--- src/hdl/daltonize_color_matrix_defines.svh ---
// Assertion macros used by the top level of the colour matrix RTL.
`ifndef DALTONIZE_COLOR_MATRIX_DEFINES_SVH
`define DALTONIZE_COLOR_MATRIX_DEFINES_SVH

// Same-cycle implication, checked on every rising edge outside reset.
`define DCM_ASSERT_NOW(label, ante, cons) \
  label: assert property (@(posedge clk) disable iff (!rst_n) (ante) |-> (cons)) \
    else $error("colour matrix check failed");

// Next-cycle implication, checked on every rising edge outside reset.
`define DCM_ASSERT_NEXT(label, ante, cons) \
  label: assert property (@(posedge clk) disable iff (!rst_n) (ante) |=> (cons)) \
    else $error("colour matrix check failed");

`endif

--- src/hdl/dcm_pkg.sv ---
// Types, coefficient table and constants of the colour matrix pipeline.
package dcm_pkg;

  localparam int CHAN_W  = 8;
  localparam int COEF_W  = 10;
  localparam int PROD_W  = 18;
  localparam int RECIP_W = 19;
  localparam int MULW    = PROD_W + RECIP_W;
  localparam int QUO_W   = 9;

  // ceil(2^28 / 1000); exact floor division for every sum below 2^18.
  localparam logic [RECIP_W-1:0] RECIP_1000 = 19'd268436;

  localparam logic [QUO_W-1:0] CHAN_MAX = 9'd255;

  typedef enum logic [1:0] {
    MODE_OFF    = 2'd0,
    MODE_DEUTER = 2'd1,
    MODE_PROTAN = 2'd2,
    MODE_TRITAN = 2'd3
  } colour_mode_t;

  // Rows give red, green and blue outputs; columns weigh red, green, blue inputs.
  localparam logic [COEF_W-1:0] COEF_TBL [0:3][0:8] = '{
    '{10'd1000, 10'd0,    10'd0,
      10'd0,    10'd1000, 10'd0,
      10'd0,    10'd0,    10'd1000},
    '{10'd800,  10'd200,  10'd0,
      10'd258,  10'd742,  10'd0,
      10'd0,    10'd142,  10'd858},
    '{10'd567,  10'd433,  10'd0,
      10'd558,  10'd442,  10'd0,
      10'd0,    10'd242,  10'd758},
    '{10'd950,  10'd50,   10'd0,
      10'd0,    10'd433,  10'd567,
      10'd0,    10'd475,  10'd525}
  };

  typedef struct packed {
    logic [CHAN_W-1:0] in_red;
    logic [CHAN_W-1:0] in_green;
    logic [CHAN_W-1:0] in_blue;
    logic [CHAN_W-1:0] in_alpha;
    logic              in_last;
  } pix_in_t;

  typedef struct packed {
    logic [CHAN_W-1:0] out_red;
    logic [CHAN_W-1:0] out_green;
    logic [CHAN_W-1:0] out_blue;
    logic [CHAN_W-1:0] out_alpha;
    logic              out_last;
  } pix_out_t;

  typedef struct packed {
    logic [8:0][PROD_W-1:0] prod;
    logic [CHAN_W-1:0]      alpha;
    logic                   last;
  } prod_word_t;

  typedef struct packed {
    logic [2:0][PROD_W-1:0] sum;
    logic [CHAN_W-1:0]      alpha;
    logic                   last;
  } sum_word_t;

  typedef struct packed {
    logic [2:0][QUO_W-1:0] quo;
    logic [CHAN_W-1:0]     alpha;
    logic                  last;
  } quo_word_t;

endpackage

--- src/hdl/dcm_prod.sv ---
// First stage: the nine channel-by-coefficient products of the selected matrix.
module dcm_prod (
  input  logic                clk,
  input  logic                rst_n,
  input  logic [1:0]          mode,
  input  logic                up_valid,
  output logic                up_ready,
  input  dcm_pkg::pix_in_t    up_data,
  output logic                dn_valid,
  input  logic                dn_ready,
  output dcm_pkg::prod_word_t dn_data
);

  logic                  vld_r;
  dcm_pkg::prod_word_t   data_r;
  dcm_pkg::prod_word_t   data_nxt;
  logic [2:0][dcm_pkg::CHAN_W-1:0] chan;

  assign chan     = {up_data.in_blue, up_data.in_green, up_data.in_red};
  assign up_ready = !vld_r || dn_ready;

  always_comb begin
    data_nxt.alpha = up_data.in_alpha;
    data_nxt.last  = up_data.in_last;
    for (int r = 0; r < 3; r++) begin
      for (int c = 0; c < 3; c++) begin
        data_nxt.prod[3*r+c] = {{(dcm_pkg::PROD_W-dcm_pkg::CHAN_W){1'b0}}, chan[c]}
          * {{(dcm_pkg::PROD_W-dcm_pkg::COEF_W){1'b0}}, dcm_pkg::COEF_TBL[mode][3*r+c]};
      end
    end
  end

  always_ff @(posedge clk) begin
    if (!rst_n) begin
      vld_r <= 1'b0;
    end else if (up_ready) begin
      vld_r <= up_valid;
    end
  end

  always_ff @(posedge clk) begin
    if (up_ready && up_valid) begin
      data_r <= data_nxt;
    end
  end

  assign dn_valid = vld_r;
  assign dn_data  = data_r;

endmodule

--- src/hdl/dcm_rowsum.sv ---
// Second stage: adds the three products of each matrix row.
module dcm_rowsum (
  input  logic                clk,
  input  logic                rst_n,
  input  logic                up_valid,
  output logic                up_ready,
  input  dcm_pkg::prod_word_t up_data,
  output logic                dn_valid,
  input  logic                dn_ready,
  output dcm_pkg::sum_word_t  dn_data
);

  logic               vld_r;
  dcm_pkg::sum_word_t data_r;
  dcm_pkg::sum_word_t data_nxt;

  assign up_ready = !vld_r || dn_ready;

  // Every row of coefficients adds up to the scale, so a sum never exceeds 255000.
  always_comb begin
    data_nxt.alpha = up_data.alpha;
    data_nxt.last  = up_data.last;
    for (int r = 0; r < 3; r++) begin
      data_nxt.sum[r] = up_data.prod[3*r] + up_data.prod[3*r+1] + up_data.prod[3*r+2];
    end
  end

  always_ff @(posedge clk) begin
    if (!rst_n) begin
      vld_r <= 1'b0;
    end else if (up_ready) begin
      vld_r <= up_valid;
    end
  end

  always_ff @(posedge clk) begin
    if (up_ready && up_valid) begin
      data_r <= data_nxt;
    end
  end

  assign dn_valid = vld_r;
  assign dn_data  = data_r;

endmodule

--- src/hdl/dcm_div.sv ---
// Third stage: divides each row sum by 1000 through a reciprocal multiplication.
module dcm_div (
  input  logic               clk,
  input  logic               rst_n,
  input  logic               up_valid,
  output logic               up_ready,
  input  dcm_pkg::sum_word_t up_data,
  output logic               dn_valid,
  input  logic               dn_ready,
  output dcm_pkg::quo_word_t dn_data
);

  logic                         vld_r;
  dcm_pkg::quo_word_t           data_r;
  dcm_pkg::quo_word_t           data_nxt;
  logic [2:0][dcm_pkg::MULW-1:0] mul;

  assign up_ready = !vld_r || dn_ready;

  always_comb begin
    data_nxt.alpha = up_data.alpha;
    data_nxt.last  = up_data.last;
    for (int r = 0; r < 3; r++) begin
      mul[r] = {{dcm_pkg::RECIP_W{1'b0}}, up_data.sum[r]}
             * {{dcm_pkg::PROD_W{1'b0}}, dcm_pkg::RECIP_1000};
      data_nxt.quo[r] = mul[r][dcm_pkg::MULW-1 -: dcm_pkg::QUO_W];
    end
  end

  always_ff @(posedge clk) begin
    if (!rst_n) begin
      vld_r <= 1'b0;
    end else if (up_ready) begin
      vld_r <= up_valid;
    end
  end

  always_ff @(posedge clk) begin
    if (up_ready && up_valid) begin
      data_r <= data_nxt;
    end
  end

  assign dn_valid = vld_r;
  assign dn_data  = data_r;

endmodule

--- src/hdl/daltonize_color_matrix.sv ---
// Top level of the RGBA colour matrix pipeline with its mode register.
// One pixel word is accepted per clock unless in_stall holds the input, and each gives one result word:
// the products, the row sums, the division by 1000 and the clamped output register each
// take one register stage, and every stage holds its word under stall while the stages
// before it keep filling. colour_mode selects off, deuteranopia, protanopia or tritanopia;
// it is written through the cfg port, which is always ready, and should be changed only
// when no pixel is in flight. Alpha and the last-pixel flag travel unchanged with the colours.
`include "daltonize_color_matrix_defines.svh"

module daltonize_color_matrix (
  input  logic              clk,
  input  logic              rst_n,
  input  logic              in_valid,
  output logic              in_stall,
  input  dcm_pkg::pix_in_t  in_data,
  output logic              out_valid,
  input  logic              out_stall,
  output dcm_pkg::pix_out_t out_data,
  input  logic              cfg_valid,
  output logic              cfg_ready,
  input  logic [1:0]        cfg_data
);

  dcm_pkg::colour_mode_t colour_mode_r;

  logic                s1_ready, s1_valid, s2_ready, s2_valid, s3_ready, s3_valid;
  dcm_pkg::prod_word_t s1_data;
  dcm_pkg::sum_word_t  s2_data;
  dcm_pkg::quo_word_t  s3_data;

  logic              out_ready;
  logic              out_vld_r;
  dcm_pkg::pix_out_t out_r;
  dcm_pkg::pix_out_t out_nxt;

  logic pipe_full;
  logic quo_in_range;

  assign cfg_ready = 1'b1;

  always_ff @(posedge clk) begin
    if (!rst_n) begin
      colour_mode_r <= dcm_pkg::MODE_OFF;
    end else if (cfg_valid && cfg_ready) begin
      colour_mode_r <= dcm_pkg::colour_mode_t'(cfg_data);
    end
  end

  dcm_prod u_prod (
    .clk      (clk),
    .rst_n    (rst_n),
    .mode     (colour_mode_r),
    .up_valid (in_valid),
    .up_ready (s1_ready),
    .up_data  (in_data),
    .dn_valid (s1_valid),
    .dn_ready (s2_ready),
    .dn_data  (s1_data)
  );

  dcm_rowsum u_rowsum (
    .clk      (clk),
    .rst_n    (rst_n),
    .up_valid (s1_valid),
    .up_ready (s2_ready),
    .up_data  (s1_data),
    .dn_valid (s2_valid),
    .dn_ready (s3_ready),
    .dn_data  (s2_data)
  );

  dcm_div u_div (
    .clk      (clk),
    .rst_n    (rst_n),
    .up_valid (s2_valid),
    .up_ready (s3_ready),
    .up_data  (s2_data),
    .dn_valid (s3_valid),
    .dn_ready (out_ready),
    .dn_data  (s3_data)
  );

  assign out_ready = !out_vld_r || !out_stall;
  assign in_stall  = !s1_ready;

  always_comb begin
    out_nxt.out_red   = (s3_data.quo[0] > dcm_pkg::CHAN_MAX) ? 8'hFF : s3_data.quo[0][7:0];
    out_nxt.out_green = (s3_data.quo[1] > dcm_pkg::CHAN_MAX) ? 8'hFF : s3_data.quo[1][7:0];
    out_nxt.out_blue  = (s3_data.quo[2] > dcm_pkg::CHAN_MAX) ? 8'hFF : s3_data.quo[2][7:0];
    out_nxt.out_alpha = s3_data.alpha;
    out_nxt.out_last  = s3_data.last;
  end

  always_ff @(posedge clk) begin
    if (!rst_n) begin
      out_vld_r <= 1'b0;
    end else if (out_ready) begin
      out_vld_r <= s3_valid;
    end
  end

  always_ff @(posedge clk) begin
    if (out_ready && s3_valid) begin
      out_r <= out_nxt;
    end
  end

  assign out_valid = out_vld_r;
  assign out_data  = out_r;

  assign pipe_full    = s1_valid && s2_valid && s3_valid && out_vld_r && out_stall;
  assign quo_in_range = (s3_data.quo[0] <= dcm_pkg::CHAN_MAX)
                     && (s3_data.quo[1] <= dcm_pkg::CHAN_MAX)
                     && (s3_data.quo[2] <= dcm_pkg::CHAN_MAX);

  // Input stalls only when every stage holds a word and the output is blocked.
  `DCM_ASSERT_NOW(a_stall_full, in_stall, pipe_full)
  // An accepted pixel is held in the first stage on the following edge.
  `DCM_ASSERT_NEXT(a_accept_s1, in_valid && !in_stall, s1_valid)
  // Row sums never exceed 255000, so no quotient ever needs the clamp.
  `DCM_ASSERT_NOW(a_quo_range, s3_valid, quo_in_range)

endmodule
--- config.mk ---
export PLATFORM = sky130hd
export DESIGN_NAME = daltonize_color_matrix
export DESIGN_NICKNAME = d
export VERILOG_FILES = /design/src/hdl/dcm_pkg.sv /design/src/hdl/dcm_prod.sv /design/src/hdl/dcm_rowsum.sv /design/src/hdl/dcm_div.sv /design/src/hdl/daltonize_color_matrix.sv
export VERILOG_INCLUDE_DIRS = /design/src /design/src/hdl
export SDC_FILE = /design/constraint.sdc
export NUM_CORES = 2
export LEC_CHECK = 0
export BUFFER_PORTS_ARGS = -buffer_cell sky130_fd_sc_hd__buf_2
export CORE_MARGIN = 8
export CORE_UTILIZATION = 60
export DETAILED_ROUTE_END_ITERATION = 10
export GPL_TIMING_DRIVEN = 0
export PLACE_DENSITY = 0.8
export SETUP_SLACK_MARGIN = 0.5
export SYNTH_ARGS = -nofsm -noshare
export SYNTH_HDL_FRONTEND = slang
export SYNTH_SLANG_ARGS = --single-unit
--- constraint.sdc ---
create_clock -name clk -period 7.49 [get_ports clk]
set_clock_uncertainty 0.05 [all_clocks]
set_input_delay 1.1235 -clock clk [delete_from_list [all_inputs] [get_ports clk]]
set_output_delay 1.1235 -clock clk [all_outputs]
set_load 0.02 [all_outputs]
# Word level (Yosys, flattened, before mapping)
# Cells that the tools add are included.
# op_classes
add_sub_neg	6
n_mul	12
n_lt_le_gt_ge	4
mux	3
bitwise	1
reduce_logical	14
# op_table
op	count
$bmux W90 S2	1
$mux W90	2
$mul A8 B10 Y18	9
$add A18 B18 Y18	6
$mul A18 B17 Y35 const B	3
$gt A9 B8 Y1 const B	3
$logic_not A1 Y1	6
$logic_and A1 B1 Y1	4
$logic_or A1 B1 Y1	4
$ge A3 B3 Y1 const B	1
$not A2 Y3	1
# totals
regBits	309
input_bits	40
wordCells	71

# Logic depth before layout (Yosys ltp)
# depth
ltp_word	6
depth_mapped	23
mapped_depth_nobuf	21

# By module
# From an unflattened synthesis, not the netlist that was laid out.
# unflattened
hier_cells	3627
area_unflattened_um2	37895.1
# modules_own_cells
module	instances	cells_each	area_per_inst_um2
dcm_prod	1	1868	18871.8
dcm_div	1	1243	12375.6
dcm_rowsum	1	445	5377.7
daltonize_color_matrix	1	71	1270.0

# Worst setup path after synthesis
# No wires, ideal clock.
# synth_path
path_type	input-to-reg
from	input port out_stall
to	register u_prod.data_r (netlist bit u_prod.dn_data[0]) (enable)
setup_time_ns	0.638
t_arrival_ns	7.415
required_time_ns	6.802
path_slack_ns	-0.613
path_stages	3
n_path_buf	0
cell_sequence	and3_1 > and3_1 > nor2b_1
# synth_between
elab_chain_len	6
# synth_rtl
element	line	rtl
start, declared	daltonize_color_matrix.sv:17	input logic out_stall,
$logic_not A1 Y1	daltonize_color_matrix.sv:83	assign out_ready = !out_vld_r || !out_stall;
$logic_or A1 B1 Y1	daltonize_color_matrix.sv:83	
$logic_or A1 B1 Y1	dcm_div.sv:18	assign up_ready = !vld_r || dn_ready;
$logic_or A1 B1 Y1	dcm_rowsum.sv:17	assign up_ready = !vld_r || dn_ready;
$logic_or A1 B1 Y1	dcm_prod.sv:20	assign up_ready = !vld_r || dn_ready;
$logic_and A1 B1 Y1	dcm_prod.sv:42	if (up_ready && up_valid) begin
end signal, assigned	dcm_prod.sv:43	data_r <= data_nxt;
end, declared	dcm_prod.sv:15	dcm_pkg::prod_word_t data_r;
# Every way passes these cells.
# A chain may end at the register's enable or synchronous reset.

==> summary.md <==
| Metric | Value |
|---|---|
| Status | `finished, final reports clean` |
| Crit share post-route | `0.889` |
| Min-delay worst type | `reg2reg` |
| Initial DRT Pass Iterations | `5` |
| Worst relative slew slack | `0.436` |
| P&R area growth vs syn | `7.10%` |
| Final worst slack | `0.831 ns` |
| Register bit total from synthesis | `269` |
| Total congestion overflow | `0` |
| R2R Setup Slk | `0.83 ns` |
| Met3 wire length | `4060 µm` |
| Port Buffers | `74` |
| Via-per-instance ratio | `5.45` |
| Top post-synthesis cells by area | `ha_1 (28%), fa_1 (22%), edfxtp_1 (22%)` |
| Cts bufs inserted | `34` |
| Share of synthesized registers carrying an async set or reset | `0` |
| DR DRC count | `0` |
| Area of the multi-input gates | `25100 µm²` |
| First-pass GRT wire length | `120000 µm` |
| Final Hold Violating Endpoints | `0` |
| Min Tclk post-route | `6.66 ns` |
| Place WS | `0.170 ns` |
| Sequential share of the synthesized area | `0.222` |
| Avg WL per Cell | `16.8 µm` |
| Dpl cells | `4262` |
| Initial antenna violation count | `2` |
| Clk pin slew, worst setup/hold paths | `0.05 ns` |
| Worst Path Required | `7.80 ns` |
| Fin Hold WS | `0.364 ns` |
| Metal2 WL | `34500 µm` |
| Top-count cell post-synth | `ha_1` |
| Crit path kind | `reg2reg` |
| Starting density of the core | `0.603` |
| Number of library cell types mapped by synthesis | `65` |
| Share of layout cells above drive strength 1 | `0.0520` |
| Final ANT Viol Nets | `0` |
| Wirelength, routed | `72400 µm` |
| Critical path launch point type | `flop` |
| DP HPWL | `61500 µm` |
| CP max FO | `13` |
| Die area | `68300 µm²` |
| DR vias | `23.6k` |
| Clk buf depth | `3` |
| Filler instances | `4641` |
| Top_reg_cell synth | `edfxtp_1` |
| All-Layer GR Usage | `0.220` |
| Post-Route M1 WL | `32200 µm` |
| Nets | `4778` |
| Max layer used | `met4` |
| Cts hold-fix bufs | `0` |
| RSZ-0062 raised after global routing | `false` |
| Cts repair resizes | `2` |
| Core box area | `59900 µm²` |
| Post-synth EDFFs | `263` |
| Largest area contributor in the netlist | `ha_1` |
| Starting DRT DRC Count | `1231` |
| CTS Root Cell | `clkbuf_16` |
| Non-Filler Instances | `4322` |
| CTS sink count | `269` |
| H-tree Lvls | `2` |
| Mapped Nets | `4660` |
| Post-Syn Area | `36100 µm²` |
| Worst-Skew Late Latency | `0.54 ns` |
| FF/Latch Area | `8020 µm²` |
| Worst EP arrival | `6.97 ns` |
| Pin count of the biggest net entering global routing | `36` |
| Worst slew pin tran | `0.845 ns` |
| Height of the die | `261 µm` |
| Max cap viols | `0` |
| Post-synth top cells | `ha_1 (818), inv_1 (795), fa_1 (404)` |
| Cell count after synthesis | `3398` |
| Ys Warns | `0` |
| Die Width | `261 µm` |
| Final setup vio count | `0` |
| Vias in the first global route | `24.3k` |
| Max Slew Vio Count | `0` |
| TritonCTS clock tree | `done` |
| Num ports | `76` |
| Syn_area_per_cell | `10.6 µm²` |
| # Post-CTS Setup Buffers | `0` |
| Setup crit end kind | `flop` |
| GPL Wtd Cong | `0.997` |
| Top-area cell type share of the netlist area | `0.283` |
| Fmax | `150 MHz` |
| # rows | `90` |
-- state kept, by name (all words and copies together) (netlist names) --
register	count
colour_mode_r	2
out_valid	1
u_prod.dn_data	132
u_prod.dn_valid	1
out_data	33
u_rowsum.dn_data	62
u_div.dn_valid	1
u_div.dn_data	36
u_rowsum.dn_valid	1
-- worst max-delay path: stages (launching register included) --
cell and delay [ns]:
dfxtp_1 0.63, inv_1 0.19, clkbuf_2 0.34, ha_2 0.53
clkbuf_2 0.35, clkbuf_2 0.39, nand2_1 0.16, fa_1 0.53
fa_1 0.55, inv_1 0.05, fa_1 0.49, inv_1 0.05
fa_1 0.47, inv_1 0.04, ha_1 0.31, o21a_1 0.16
o211ai_1 0.25, a21oi_1 0.15, o31ai_1 0.48, nor2_1 0.10
a211oi_1 0.18
-- layout by cell type, fill, tap and decap left out, types with 26 or more instances in the layout --
cell | netlist | routed
a21o_1 | 53 | 53
a21oi_1 | 121 | 121
and2_1 | 57 | 57
buf_2 | 0 | 74
clkbuf_1 | 21 | 26
clkbuf_16 | 0 | 35
edfxtp_1 | 263 | 263
fa_1 | 404 | 404
ha_1 | 818 | 817
inv_1 | 795 | 795
nand2_1 | 137 | 137
nand2b_1 | 34 | 34
nand3_1 | 33 | 33
nor2_1 | 100 | 100
nor2b_1 | 57 | 55
nor3_1 | 38 | 38
o21ai_0 | 44 | 44
or2_2 | 34 | 34
xnor2_1 | 127 | 127
xor2_1 | 39 | 39
-- kinds of logic after synthesis --
| kind of cell | after synthesis | share of synthesized area |
|---|---|---|
| adders and majority gates | 1222 | 0.507 |
| DFF | 269 | 0.222 |
| other | 1 | 0.000104 |
| and+or+nand+nor | 545 | 0.0759 |
| AOI/OAI and AO/OA | 374 | 0.0686 |
| buffers and inverters | 818 | 0.0851 |
| muxes | 3 | 0.000831 |
| xor gates and xnor gates | 166 | 0.0403 |
-- cell type report --
class                      count  share of cell area
clock buffer                  44              0.0235
multi-input combinational   2311               0.648
timing repair buffer          82              0.0141
tap                          782              0.0253
antenna                        1           0.0000647
sequential                   269               0.207
buffer                        23             0.00246
clock inverter                15             0.00217
inverter                     795              0.0771
-- per-layer routing --
metal	track usage	vias to the layer above
li1	-	11500
met1	0.295	11500
met2	0.372	520
met3	0.0339	101
met4	0.0561	0
met5	0	-
-- through the flow --
step / TNS (ns) / util / area (µm²)
floorplan: 0 / - / 36100
global placement: -93.88 / 0.625 / 37500
detailed placement: 0 / 0.629 / 37700
CTS: 0 / 0.646 / 38700
global route: 0 / 0.646 / 38700
finish: 0 / 0.646 / 38700
-- worst paths after layout --
kind	startpoint	end	depth (start not counted)
worst min-delay path	u_rowsum.dn_data[0]	u_div.dn_data[0]	0
worst max-delay path	colour_mode_r[0]	u_prod.dn_data[170]	20
worst max register to register	colour_mode_r[0]	u_prod.dn_data[170]	20
worst min register to register	u_rowsum.dn_data[0]	u_div.dn_data[0]	0
Power is left out: the tool's default activity adds up to more than one toggle a clock period on the data nets, which glitch-free logic cannot reach.
